==> src/rtl/sawarq_pkg.sv <==
// Shared types, codes and constants of the stop-and-wait ARQ endpoint.
package sawarq_pkg;

  localparam logic [7:0] PACKET_BYTES = 8'd32;
  localparam logic [8:0] ID_WRAP = 9'd250;
  localparam logic [7:0] ID_BASE = 8'd1;
  localparam logic [7:0] TIMEOUT_RESET = 8'd20;
  localparam logic [7:0] ACKS_RESET = 8'd10;

  localparam logic [1:0] REQ_TICK = 2'd0;
  localparam logic [1:0] REQ_SEND = 2'd1;
  localparam logic [1:0] REQ_RECV = 2'd2;

  localparam logic [1:0] LINK_IDLE = 2'd0;
  localparam logic [1:0] LINK_ERROR = 2'd2;

  localparam logic [2:0] ST_TX_IDLE = 3'd0;
  localparam logic [2:0] ST_TX_SEND = 3'd1;
  localparam logic [2:0] ST_TX_ACK = 3'd2;
  localparam logic [2:0] ST_RX_IDLE = 3'd3;
  localparam logic [2:0] ST_RX_RECV = 3'd4;
  localparam logic [2:0] ST_RX_ACK = 3'd5;
  localparam logic [2:0] ST_ERROR = 3'd6;

  localparam logic [2:0] CMD_NONE = 3'd0;
  localparam logic [2:0] CMD_TX = 3'd1;
  localparam logic [2:0] CMD_RETX = 3'd2;
  localparam logic [2:0] CMD_ARM = 3'd3;
  localparam logic [2:0] CMD_ACK = 3'd4;

  localparam logic [1:0] CFG_MODE = 2'd0;
  localparam logic [1:0] CFG_TMO_LIMIT = 2'd1;
  localparam logic [1:0] CFG_ACK_REPEATS = 2'd2;

  localparam logic MODE_TX = 1'b0;
  localparam logic MODE_RX = 1'b1;

  typedef struct packed {
    logic [1:0] req_type;
    logic [5:0] send_len;
    logic [1:0] link_state;
    logic       rx_ok;
    logic [7:0] rx_id;
  } item_t;

  typedef struct packed {
    logic [2:0] link_cmd;
    logic [7:0] cmd_id;
    logic [5:0] cmd_len;
    logic [2:0] proto_state;
    logic [1:0] link_state_echo;
  } result_t;

  typedef struct packed {
    logic [2:0] proto;
    logic [7:0] frame_id;
    logic [7:0] id_cnt;
    logic [7:0] tmo_left;
    logic [7:0] acks_left;
  } arq_state_t;

  typedef struct packed {
    logic       mode;
    logic [7:0] tmo_limit;
    logic [7:0] ack_repeats;
  } arq_cfg_t;

endpackage

==> src/rtl/stop_and_wait_arq_endpoint.sv <==
// Stop-and-wait ARQ endpoint top level: input register, step logic, result register.
//
// Use: in_* carries requests and periodic ticks (req_type, send_len, link_state,
// rx_ok, rx_id); out_* returns exactly one result per item: the link command,
// its frame id and length, the protocol state after the item and the echoed
// link status. cfg_* writes mode (index 0), the timeout limit (1) and
// ack_repeats (2); cfg_ready is always high and writes are expected only while
// the block is idle. A mode write puts the protocol into that mode's idle state.
// An accepted item moves from the input register into the output register unless
// a held result blocks it. Throughput: one item per cycle while no result is held;
// the protocol state is updated by a single pass of step logic when the item moves
// into the output register, so the next item sees it in the following cycle.
// Stall: when out_stall holds a result, the item in the input register waits
// and in_stall rises only if that register is occupied; nothing is dropped.
// Reset (rst_n low, synchronous): sender mode, timeout limit 20, ack_repeats 10,
// tx idle state, id counter 1, both pipeline registers empty.
module stop_and_wait_arq_endpoint (
  input  logic       clk,
  input  logic       rst_n,
  input  logic       in_valid,
  output logic       in_stall,
  input  logic [1:0] in_req_type,
  input  logic [5:0] in_send_len,
  input  logic [1:0] in_link_state,
  input  logic       in_rx_ok,
  input  logic [7:0] in_rx_id,
  output logic       out_valid,
  input  logic       out_stall,
  output logic [2:0] out_link_cmd,
  output logic [7:0] out_cmd_id,
  output logic [5:0] out_cmd_len,
  output logic [2:0] out_proto_state,
  output logic [1:0] out_link_state_echo,
  input  logic       cfg_valid,
  output logic       cfg_ready,
  input  logic [1:0] cfg_index,
  input  logic [7:0] cfg_data
);
  import sawarq_pkg::*;

  item_t      item_r;
  logic       item_valid_r;
  result_t    res_r;
  logic       out_valid_r;
  result_t    res_nxt;
  arq_state_t state_q;
  arq_state_t state_nxt;
  arq_cfg_t   cfg_q;
  logic       advance;
  logic       in_take;

  assign advance = item_valid_r && (!out_valid_r || !out_stall);
  assign in_stall = item_valid_r && !advance;
  assign in_take = in_valid && !in_stall;
  assign cfg_ready = 1'b1;

  always_ff @(posedge clk) begin
    if (!rst_n) begin
      item_valid_r <= 1'b0;
      out_valid_r <= 1'b0;
    end else begin
      if (in_take) begin
        item_valid_r <= 1'b1;
      end else if (advance) begin
        item_valid_r <= 1'b0;
      end
      if (advance) begin
        out_valid_r <= 1'b1;
      end else if (!out_stall) begin
        out_valid_r <= 1'b0;
      end
    end
  end

  always_ff @(posedge clk) begin
    if (in_take) begin
      item_r <= '{req_type: in_req_type, send_len: in_send_len,
                  link_state: in_link_state, rx_ok: in_rx_ok, rx_id: in_rx_id};
    end
    if (advance) begin
      res_r <= res_nxt;
    end
  end

  sawarq_step u_step (
    .item (item_r),
    .cur  (state_q),
    .cfg  (cfg_q),
    .nxt  (state_nxt),
    .res  (res_nxt)
  );

  sawarq_regs u_regs (
    .clk       (clk),
    .rst_n     (rst_n),
    .cfg_valid (cfg_valid),
    .cfg_index (cfg_index),
    .cfg_data  (cfg_data),
    .step_en   (advance),
    .state_nxt (state_nxt),
    .state_q   (state_q),
    .cfg_q     (cfg_q)
  );

  assign out_valid = out_valid_r;
  assign out_link_cmd = res_r.link_cmd;
  assign out_cmd_id = res_r.cmd_id;
  assign out_cmd_len = res_r.cmd_len;
  assign out_proto_state = res_r.proto_state;
  assign out_link_state_echo = res_r.link_state_echo;

  // A stalled input item only waits behind a held result.
  a_stall_cause: assert property (@(posedge clk) disable iff (!rst_n)
    in_stall |-> (out_valid_r && out_stall))
    else $error("input stalled without a held result");

  // An ack always carries length 1 and ends in the rx ack state.
  a_ack_shape: assert property (@(posedge clk) disable iff (!rst_n)
    (out_valid && out_link_cmd == CMD_ACK) |->
      (out_cmd_len == 6'd1 && out_proto_state == ST_RX_ACK))
    else $error("malformed ack result");

  // A new data frame gets an id from the wrapping range and a bounded length.
  a_tx_id: assert property (@(posedge clk) disable iff (!rst_n)
    (out_valid && out_link_cmd == CMD_TX) |->
      (out_cmd_id != 8'd0 && {1'b0, out_cmd_id} < ID_WRAP &&
       {2'b00, out_cmd_len} <= PACKET_BYTES && out_proto_state == ST_TX_SEND))
    else $error("bad transmit data result");

  // Every accepted item reaches the result register on the next advance.
  a_advance: assert property (@(posedge clk) disable iff (!rst_n)
    advance |=> out_valid_r)
    else $error("result lost on advance");

endmodule

==> src/rtl/sawarq_step.sv <==
// Next-state and link command logic for one item.
module sawarq_step (
  input  sawarq_pkg::item_t      item,
  input  sawarq_pkg::arq_state_t cur,
  input  sawarq_pkg::arq_cfg_t   cfg,
  output sawarq_pkg::arq_state_t nxt,
  output sawarq_pkg::result_t    res
);
  import sawarq_pkg::*;

  logic [8:0] id_inc;
  logic       link_idle;

  assign id_inc = {1'b0, cur.id_cnt} + 9'd1;
  assign link_idle = (item.link_state == LINK_IDLE);

  always_comb begin
    nxt = cur;
    res = '0;
    case (item.req_type)
      REQ_SEND: begin
        if (cfg.mode == MODE_TX) begin
          nxt.id_cnt = (id_inc >= ID_WRAP) ? ID_BASE : id_inc[7:0];
          nxt.frame_id = nxt.id_cnt;
          nxt.tmo_left = cfg.tmo_limit;
          nxt.proto = ST_TX_SEND;
          res.link_cmd = CMD_TX;
          res.cmd_id = nxt.id_cnt;
          res.cmd_len = ({2'b00, item.send_len} > PACKET_BYTES) ? PACKET_BYTES[5:0]
                                                                : item.send_len;
        end
      end
      REQ_RECV: begin
        if (cfg.mode == MODE_RX) begin
          nxt.proto = ST_RX_RECV;
          nxt.acks_left = cfg.ack_repeats;
          res.link_cmd = CMD_ARM;
        end
      end
      REQ_TICK: begin
        if (cfg.mode == MODE_RX) begin
          res.link_state_echo = item.link_state;
        end
        if (item.link_state == LINK_ERROR) begin
          nxt.proto = ST_ERROR;
        end else if (cfg.mode == MODE_TX) begin
          if (cur.proto == ST_TX_SEND) begin
            if (link_idle) begin
              res.link_cmd = CMD_ARM;
              nxt.proto = ST_TX_ACK;
            end
          end else if (cur.proto == ST_TX_ACK) begin
            if (link_idle && item.rx_ok && item.rx_id == cur.frame_id) begin
              nxt.proto = ST_TX_IDLE;
            end else if (cur.tmo_left <= 8'd1) begin
              // timeout: reload and retransmit
              nxt.tmo_left = cfg.tmo_limit;
              nxt.proto = ST_TX_SEND;
              res.link_cmd = CMD_RETX;
            end else begin
              nxt.tmo_left = cur.tmo_left - 8'd1;
              if (link_idle) begin
                res.link_cmd = CMD_ARM;
              end
            end
          end
        end else begin
          if (cur.proto == ST_RX_RECV) begin
            if (link_idle) begin
              if (!item.rx_ok) begin
                res.link_cmd = CMD_ARM;
              end else begin
                nxt.frame_id = item.rx_id;
                nxt.proto = ST_RX_ACK;
                res.link_cmd = CMD_ACK;
                res.cmd_id = item.rx_id;
                res.cmd_len = 6'd1;
              end
            end
          end else if (cur.proto == ST_RX_ACK) begin
            if (link_idle) begin
              if (cur.acks_left <= 8'd1) begin
                nxt.acks_left = 8'd0;
                nxt.proto = ST_RX_IDLE;
              end else begin
                nxt.acks_left = cur.acks_left - 8'd1;
                res.link_cmd = CMD_ACK;
                res.cmd_id = cur.frame_id;
                res.cmd_len = 6'd1;
              end
            end
          end
        end
      end
      default: begin
        nxt = cur;
      end
    endcase
    res.proto_state = nxt.proto;
  end

endmodule

==> src/rtl/sawarq_regs.sv <==
// Configuration registers and the protocol state registers.
module sawarq_regs (
  input  logic                   clk,
  input  logic                   rst_n,
  input  logic                   cfg_valid,
  input  logic [1:0]             cfg_index,
  input  logic [7:0]             cfg_data,
  input  logic                   step_en,
  input  sawarq_pkg::arq_state_t state_nxt,
  output sawarq_pkg::arq_state_t state_q,
  output sawarq_pkg::arq_cfg_t   cfg_q
);
  import sawarq_pkg::*;

  arq_state_t state_r;
  arq_cfg_t   cfg_r;

  always_ff @(posedge clk) begin
    if (!rst_n) begin
      cfg_r.mode <= MODE_TX;
      cfg_r.tmo_limit <= TIMEOUT_RESET;
      cfg_r.ack_repeats <= ACKS_RESET;
      state_r.proto <= ST_TX_IDLE;
      state_r.frame_id <= 8'd0;
      state_r.id_cnt <= ID_BASE;
      state_r.tmo_left <= 8'd0;
      state_r.acks_left <= 8'd0;
    end else if (cfg_valid) begin
      case (cfg_index)
        CFG_MODE: begin
          cfg_r.mode <= cfg_data[0];
          state_r.proto <= cfg_data[0] ? ST_RX_IDLE : ST_TX_IDLE;
        end
        CFG_TMO_LIMIT: cfg_r.tmo_limit <= cfg_data;
        CFG_ACK_REPEATS: cfg_r.ack_repeats <= cfg_data;
        default: begin
          cfg_r <= cfg_r;
        end
      endcase
    end else if (step_en) begin
      state_r <= state_nxt;
    end
  end

  assign state_q = state_r;
  assign cfg_q = cfg_r;

endmodule

==> config.mk <==
export PLATFORM = sky130hd
export DESIGN_NAME = stop_and_wait_arq_endpoint
export DESIGN_NICKNAME = d
export VERILOG_FILES = /design/src/rtl/sawarq_pkg.sv /design/src/rtl/stop_and_wait_arq_endpoint.sv /design/src/rtl/sawarq_step.sv /design/src/rtl/sawarq_regs.sv
export SDC_FILE = /design/constraint.sdc
export NUM_CORES = 1
export LEC_CHECK = 0
export BUFFER_PORTS_ARGS = -buffer_cell sky130_fd_sc_hd__buf_2
export CAP_MARGIN = 20
export CORE_MARGIN = 8
export CORE_UTILIZATION = 53
export DETAILED_ROUTE_END_ITERATION = 8
export GPL_ROUTABILITY_DRIVEN = 0
export PLACE_DENSITY = 0.73
export SYNTH_ARGS = -nofsm -noshare
export SYNTH_HDL_FRONTEND = slang
export SYNTH_HIERARCHICAL = 1
export SYNTH_SLANG_ARGS = --single-unit
==> constraint.sdc <==
create_clock -name clk -period 3.3 [get_ports clk]
set_clock_uncertainty 0.1 [all_clocks]
set_input_delay 0.825 -clock clk [delete_from_list [all_inputs] [get_ports clk]]
set_output_delay 0.825 -clock clk [all_outputs]
set_load 0.05 [all_outputs]
==> results.md, run 1 <==
- Fin Setup TNS: 0 ps
- Synth Instances: just over 600
- Dpl cell area: 5750 um^2
- Status: completed
- Cell variety after synth: 74
- Area Overhead vs Synth: 9.37%
- FP Rows: 37
- DR pass1 iterations: 6
- Commonest non-fill, non-tap cell in the layout: nand2_1
- First-pass GRT wire length: 22.5 mm
- GRT Util Overall: between 20% and 30%
- Initial core utilization: roughly 54%
- FILL cells: 925
- DRT antenna net count: 0
- Max VDD drop: 0.304 mV
- Antenna violations before repair: 0
- Die ar.: 13700 um^2
- Root buffer cell: clkbuf_8
- Crit end category: flip-flop
- Period utilization: 86.9%
- RSZ-0062 raised after global routing: false
- Fin area: approximately 5900 um^2
- Avg Cell Area, Syn: 8.85 um^2
- YS warnings: 6
- Yosys reg bits: 95
- Hold_sp: u_regs/state_q[4]$_SDFFE_PN0P_
- Chip Height: 117 um
- Grt total ovfl: 0
- Slew HR: 42.5%
- DRC violations left: 0
- Top_reg_cell synth: dfxtp_1
- Cts hold-fix bufs: 0
- Most frequent cells in the layout: 123 x nand2_1, 57 x buf_2, 54 x dfxtp_1, 41 x edfxtp_1, 28 x nor2_1
- CP max FO: 8
- Post-synth net total: between 600 and 700
- Reg2reg end: u_regs/state_q[25]$_SDFFE_PN0P_
- Worst-path clk slew: about 110 ps
- PwrDens: 393 nW/um^2
- Max-Cap Viols: 0
- Routed wire length: 13.9 mm
- Via density: 6.10
- Setup CP Type: flip-flop to flip-flop
- Io pins: 59
- Largest net degree at the start of global routing: 55
- DRT iter0 DRCs: about 550
- WL per Instance: 17.5 um
- Max Clk Rate: 349 MHz
- Ys async rst share: 0%
- LEAKAGE: 2.16 nW
- Die W: roughly 120 um
- Nets: 695
- Crit-path cells: inv_1, ha_1, nand2b_1, a32oi_1, or4b_4, o21ai_1, buf_4, o221ai_1, nand2_1, a21boi_0
- Worst min path class: flip-flop to flip-flop
- Buffer depth of the longest clock path: 2
- Share of layout cells above drive strength 1: 16.1%
- Final Hold Viols: 0
- Post-synthesis sequential area ratio: ~43%
- Cts repair resizes: 0
- Core Footprint: 10100 um^2
- H-tree levels: 3
- R2r setup slk: around 430 ps
- Worst-Margin Slew: 863 ps
- Reg-to-reg startpoint: u_regs/state_q[17]$_SDFFE_PN0P_
- Worst skew pair latency: 370 ps
- Num CTS Buffers: 9
- CP max-delay cell: or4b_4
- Post-DP HPWL: 9.99 mm
- Number of synthesized flops with an enable pin: slightly above 40
- Hold Path Depth: 2
- Final setup violation count: 0
- Vias in the first global route: 4500
- CTS tree: done
- Worst Path Arrival: 3020 ps
- Fin. max-slew vios: 0
- Post-CTS setup buffers: 0
- Crit-path max cell delay: about 570 ps
- Worst path required time: approximately 3500 ps
- Mapped Area: 5430 um^2
- Crit path launch type: flip-flop
- Fin crit period: 2870 ps
- WHS Endpoint: u_regs/state_q[4]$_SDFFE_PN0P_
- Port Buffers: 57
- Clock Sinks: between 90 and 100
- Reg2Reg Depth: 10
- Vias: 4856
- Ant diodes: 0
critical path: cells and delay by family, from the launching register on:
kind	cells	cell delay [ps]
buffers and inverters	2	340
AO/OA/AOI/OAI	4	800
adder cells (fa/ha/maj)	1	340
flip-flops	1	390
AND/OR/NAND/NOR	3	780
cells by family (layout without fill, tap and decap cells):
kind of cell	Yosys count	after routing	synth area share (%)
adder cells (fa/ha/maj)	6	6	1.38
other	1	1	0.0690
buffers and inverters	54	100	5.55
AND/OR/NAND/NOR	267	267	24.5
flip-flops	95	95	42.6
AO/OA/AOI/OAI	156	156	19.8
XOR/XNOR	15	15	2.42
multiplexers	20	20	3.71
power by group:
group	total, mW	switching (mW)	internal (mW)
Clock	0.740	0.450	0.290
Sequential	1.30	0.0351	1.27
Combinational	0.293	0.195	0.0985
Total	2.34	0.680	1.66
layer usage:
metal  global-route usage [%]  vias up  part of all wire (%)
li1                         -     2310                     -
met1                     27.6     2247                    42
met2                     33.2      273                    46
met3                     4.05       26                    10
met4                     7.42        0                   2.2
met5                        0        -                     0
state kept, by name, indices dropped and copies added (netlist names):
register	flops
u_regs/state_q	35
item_r	19
u_regs/cfg_q	17
out_cmd_id	8
out_cmd_len	6
out_link_cmd	3
out_proto_state	3
out_link_state_echo	2
item_valid_r	1
out_valid	1
layout make-up:
cell class	count	area [um^2]	area share, %
multi-input cells	465	2820	47.5
flip-flops and latches	95	2310	38.9
repair buffers	70	395	6.65
well taps	136	170	2.86
clock buffers	9	124	2.08
clock inverters	7	65.1	1.09
inverters	14	52.6	0.884
metrics by stage:
| step | worst slack, ps | utilization [%] | total power, mW | instances | hold WS (ps) |
|---|---|---|---|---|---|
| 2_1_floorplan | 421 | - | 1.53 | 614 | 332 |
| 3_3_place_gp | 652 | 56.8 | 1.61 | 780 | 366 |
| 3_5_place_dp | 492 | 56.8 | 1.62 | 780 | 375 |
| 4_1_cts | 467 | 58.6 | 2.35 | 796 | 390 |
| 5_1_grt | 156 | 58.6 | 2.43 | 796 | 422 |
| 6_report | 432 | 58.6 | 2.34 | 796 | 389 |
worst max path at each step:
| stage | slack [ps] | startpoint | depth (start not counted) | end |
|---|---|---|---|---|
| 5_1_grt | 160 | u_regs/state_q[17]$_SDFFE_PN0P_ | 10 | u_regs/state_q[25]$_SDFFE_PN0P_ |
| 3_5_place_dp | 490 | u_regs/state_q[17]$_SDFFE_PN0P_ | 10 | u_regs/state_q[25]$_SDFFE_PN0P_ |
| 6_report | 430 | u_regs/state_q[17]$_SDFFE_PN0P_ | 10 | u_regs/state_q[25]$_SDFFE_PN0P_ |
| 3_3_place_gp | 650 | u_regs/state_q[17]$_SDFFE_PN0P_ | 10 | u_regs/state_q[25]$_SDFFE_PN0P_ |
| 4_1_cts | 470 | u_regs/state_q[17]$_SDFFE_PN0P_ | 10 | u_regs/state_q[25]$_SDFFE_PN0P_ |
| 2_1_floorplan | 420 | out_stall | 6 | u_regs/state_q[33]$_SDFFE_PN0P_ |
cells in the mapped netlist (all sizes together), types with 11 or more instances:
library cell    n  area share (%)
o21ai          27             2.5
clkbuf         19             1.9
nor2b          21             2.4
xnor2          12             1.9
nor3           19             1.9
nor2           30             2.2
mux2i          19             3.5
nand3          15             1.4
a21oi          27             2.6
o22ai          11             1.3
dfxtp          54              20
inv            14            0.97
a21boi         33             4.6
edfxtp         41              23
buf            21             2.7
nand2         123             8.5
Note: power is estimated with default switching activity, not from simulation.
==> inputs of run 2 (changes only) <==
CORE_UTILIZATION = 55   (was 53)
PLACE_DENSITY = 0.72   (was 0.73)
clock period = 3.62 ns   (was 3.3 ns; I/O delays follow)
==> run 2 against run 1 <==
  * Final cell count is 1.3% lower
  * Combinational power shrank 13%
  * Critical path depth did not move
  * Maximum frequency down 9.0%
  * Count of clock-buffer cells in the layout unchanged
  * Die area is 3.1% lower
  * Sequential power down 8%
  * Total power is 7.6% lower
  * Flip-flop and latch count is the same
  * Sequential share of layout area rose by 0.33 points
  * First-iteration DRC count fell by 15%
  * Critical endpoint is now u_regs/state_q[26]$_SDFFE_PN0P_
  * Via count decreased by 1.1%
==> results.md, run 2 (same netlist as run 1, synthesis figures left out) <==
- DRC violations left: 0
- Post-CTS setup buffers: 0
- Crit end category: flip-flop
- Fin Setup TNS: 0 ps
- Area Overhead vs Synth: 8.45%
- Largest net degree at the start of global routing: 55
- Port Buffers: 57
- Most frequent cells in the layout: 123 x nand2_1, 57 x buf_2, 54 x dfxtp_1, 41 x edfxtp_1, 28 x nor2_1
- RSZ-0062 raised after global routing: false
- Crit-path cells: inv_1, ha_1, nand2b_1, a32oi_1, or4b_4, o21ai_1, o21bai_1, o211ai_1, nand2_1, a21boi_1
- Seq. cell area: 2310 um^2
- DRT antenna net count: 0
- Commonest non-fill, non-tap cell in the layout: nand2_1
- Max-Cap Viols: 0
- Worst path required time: 3800 ps
- Routed wire length: 13.8 mm
- Share of layout cells above drive strength 1: roughly 15%
- Logic depth of the worst path, buffers included: 10
- Reg2Reg Depth: 10
- DRT iter0 DRCs: 466
- Cts repair resizes: 0
- Worst Path Arrival: 3330 ps
- Max Clk Rate: 317 MHz
- Post-DP HPWL: 9.68 mm
- Critical Path Sink: u_regs/state_q[26]$_SDFFE_PN0P_
- Via density: 6.11
- Max reg flops: 35
- Delay-heaviest family, CP: compound AO/OA/AOI/OAI gates
- Die ar.: 13300 um^2
- PwrDens: 366 nW/um^2
- Hold WS: slightly below 400 ps
- Hold_sp: u_regs/state_q[4]$_SDFFE_PN0P_
- H-tree levels: 3
- Vias in the first global route: around 4500
- Worst-path clk slew: 100 ps
- CTS tree: done
- Die W: 115 um
- Slew HR: 29.5%
- Reg-to-reg startpoint: u_regs/state_q[17]$_SDFFE_PN0P_
- GRT Util Overall: about a fifth
- Grt total ovfl: 0
- Reg2reg end: u_regs/state_q[26]$_SDFFE_PN0P_
- Post-route insts no fill: 786
- Io pins: 59
- Final Hold Viols: 0
- Num CTS Buffers: 9
- Ant diodes: 0
- Fin crit period: 3150 ps
- Worst path bufs/invs: 1
- Period utilization: ~87%
- Worst skew pair latency: 380 ps
- Fin. max-slew vios: 0
- Cts hold-fix bufs: 0
- FILL cells: 869
- FP Rows: 36
- Dpl ws: 532 ps
- Root buffer cell: clkbuf_8
- Worst Setup Slack, final: 470 ps
- LEAKAGE: between 2 and 2.5 nW
- CP max-delay cell: o21ai_1
- Final core utilization: 60.9%
- Worst min path class: flip-flop to flip-flop
- Critical Path Start: u_regs/state_q[17]$_SDFFE_PN0P_
- Vias: between 4000 and 5000
- Crit path launch type: flip-flop
- R2r setup slk: 470 ps
- Max VDD drop: 0.351 mV
- Final setup violation count: 0
- CP max FO: 14
- Buffer depth of the longest clock path: 2
- First-pass GRT wire length: 22.4 mm
- Multi-input gate area: 2820 um^2
- Placed Cells incl. Taps: 770
- Antenna violations before repair: 0
- WL per Instance: 17.5 um
- Clock Sinks: 95
- Chip Height: 115 um
- Worst-Margin Slew: ~1100 ps
- Status: completed
- Setup CP Type: flip-flop to flip-flop
- Crit-path max cell delay: between 800 and 900 ps
- Nets: 688
- DR pass1 iterations: 5
- Core Footprint: 9680 um^2
- Initial core utilization: 56.1%
[run 2: cell types whose count changed in the layout (fill, tap and decap cells not counted)]
cell and delta:
inv_6 -1, clkinv_4 +1, clkinvlp_4 -2, buf_4 -6, clkinv_8 +1, buf_12 -1, inv_8 +2, clkinv_2 -1
[run 2: cell type report]
cell class,count,share of cell area (%)
multi-input combinational,465,47.9
sequential,95,39.2
timing repair buffer,63,5.61
tap,133,2.82
clock buffer,9,2.10
clock inverter,7,1.42
inverter,14,0.892
[run 2: worst min-delay path by stage]
stage               cells after the start  slack, ps                               to
CTS                                     2        390   u_regs/state_q[4]$_SDFFE_PN0P_
detailed placement                      2        380   u_regs/state_q[4]$_SDFFE_PN0P_
finish                                  2        380   u_regs/state_q[4]$_SDFFE_PN0P_
floorplan                               2        330  u_regs/state_q[18]$_SDFFE_PN0P_
global placement                        2        360   u_regs/state_q[4]$_SDFFE_PN0P_
global route                            2        430   u_regs/state_q[4]$_SDFFE_PN0P_
[run 2: worst min-delay path, cell delays in order, from the launching register on]
cell      delay [ps]
dfxtp_1          330
nand2_1           50
a21boi_0          70
[run 2: metal layers]
layer	wire, um	GRT usage (%)	part of all wire (%)
met2	6400	33.1	46
met3	1120	4.52	8.1
met1	6010	27.7	44
met5	0	0	0
met4	244	8.14	1.8
[run 2: stage by stage]
stage,instance area [um^2],power [mW]
2_1_floorplan,5430,1.40
3_3_place_gp,5690,1.46
3_5_place_dp,5690,1.47
4_1_cts,5890,2.17
5_1_grt,5890,2.25
6_report,5890,2.16
[run 2: where the power goes]
group / internal, mW / total (mW) / switching [mW]
logic: 0.0833 / 0.255 / 0.171
registers: 1.16 / 1.19 / 0.0365
clock network: 0.279 / 0.712 / 0.433
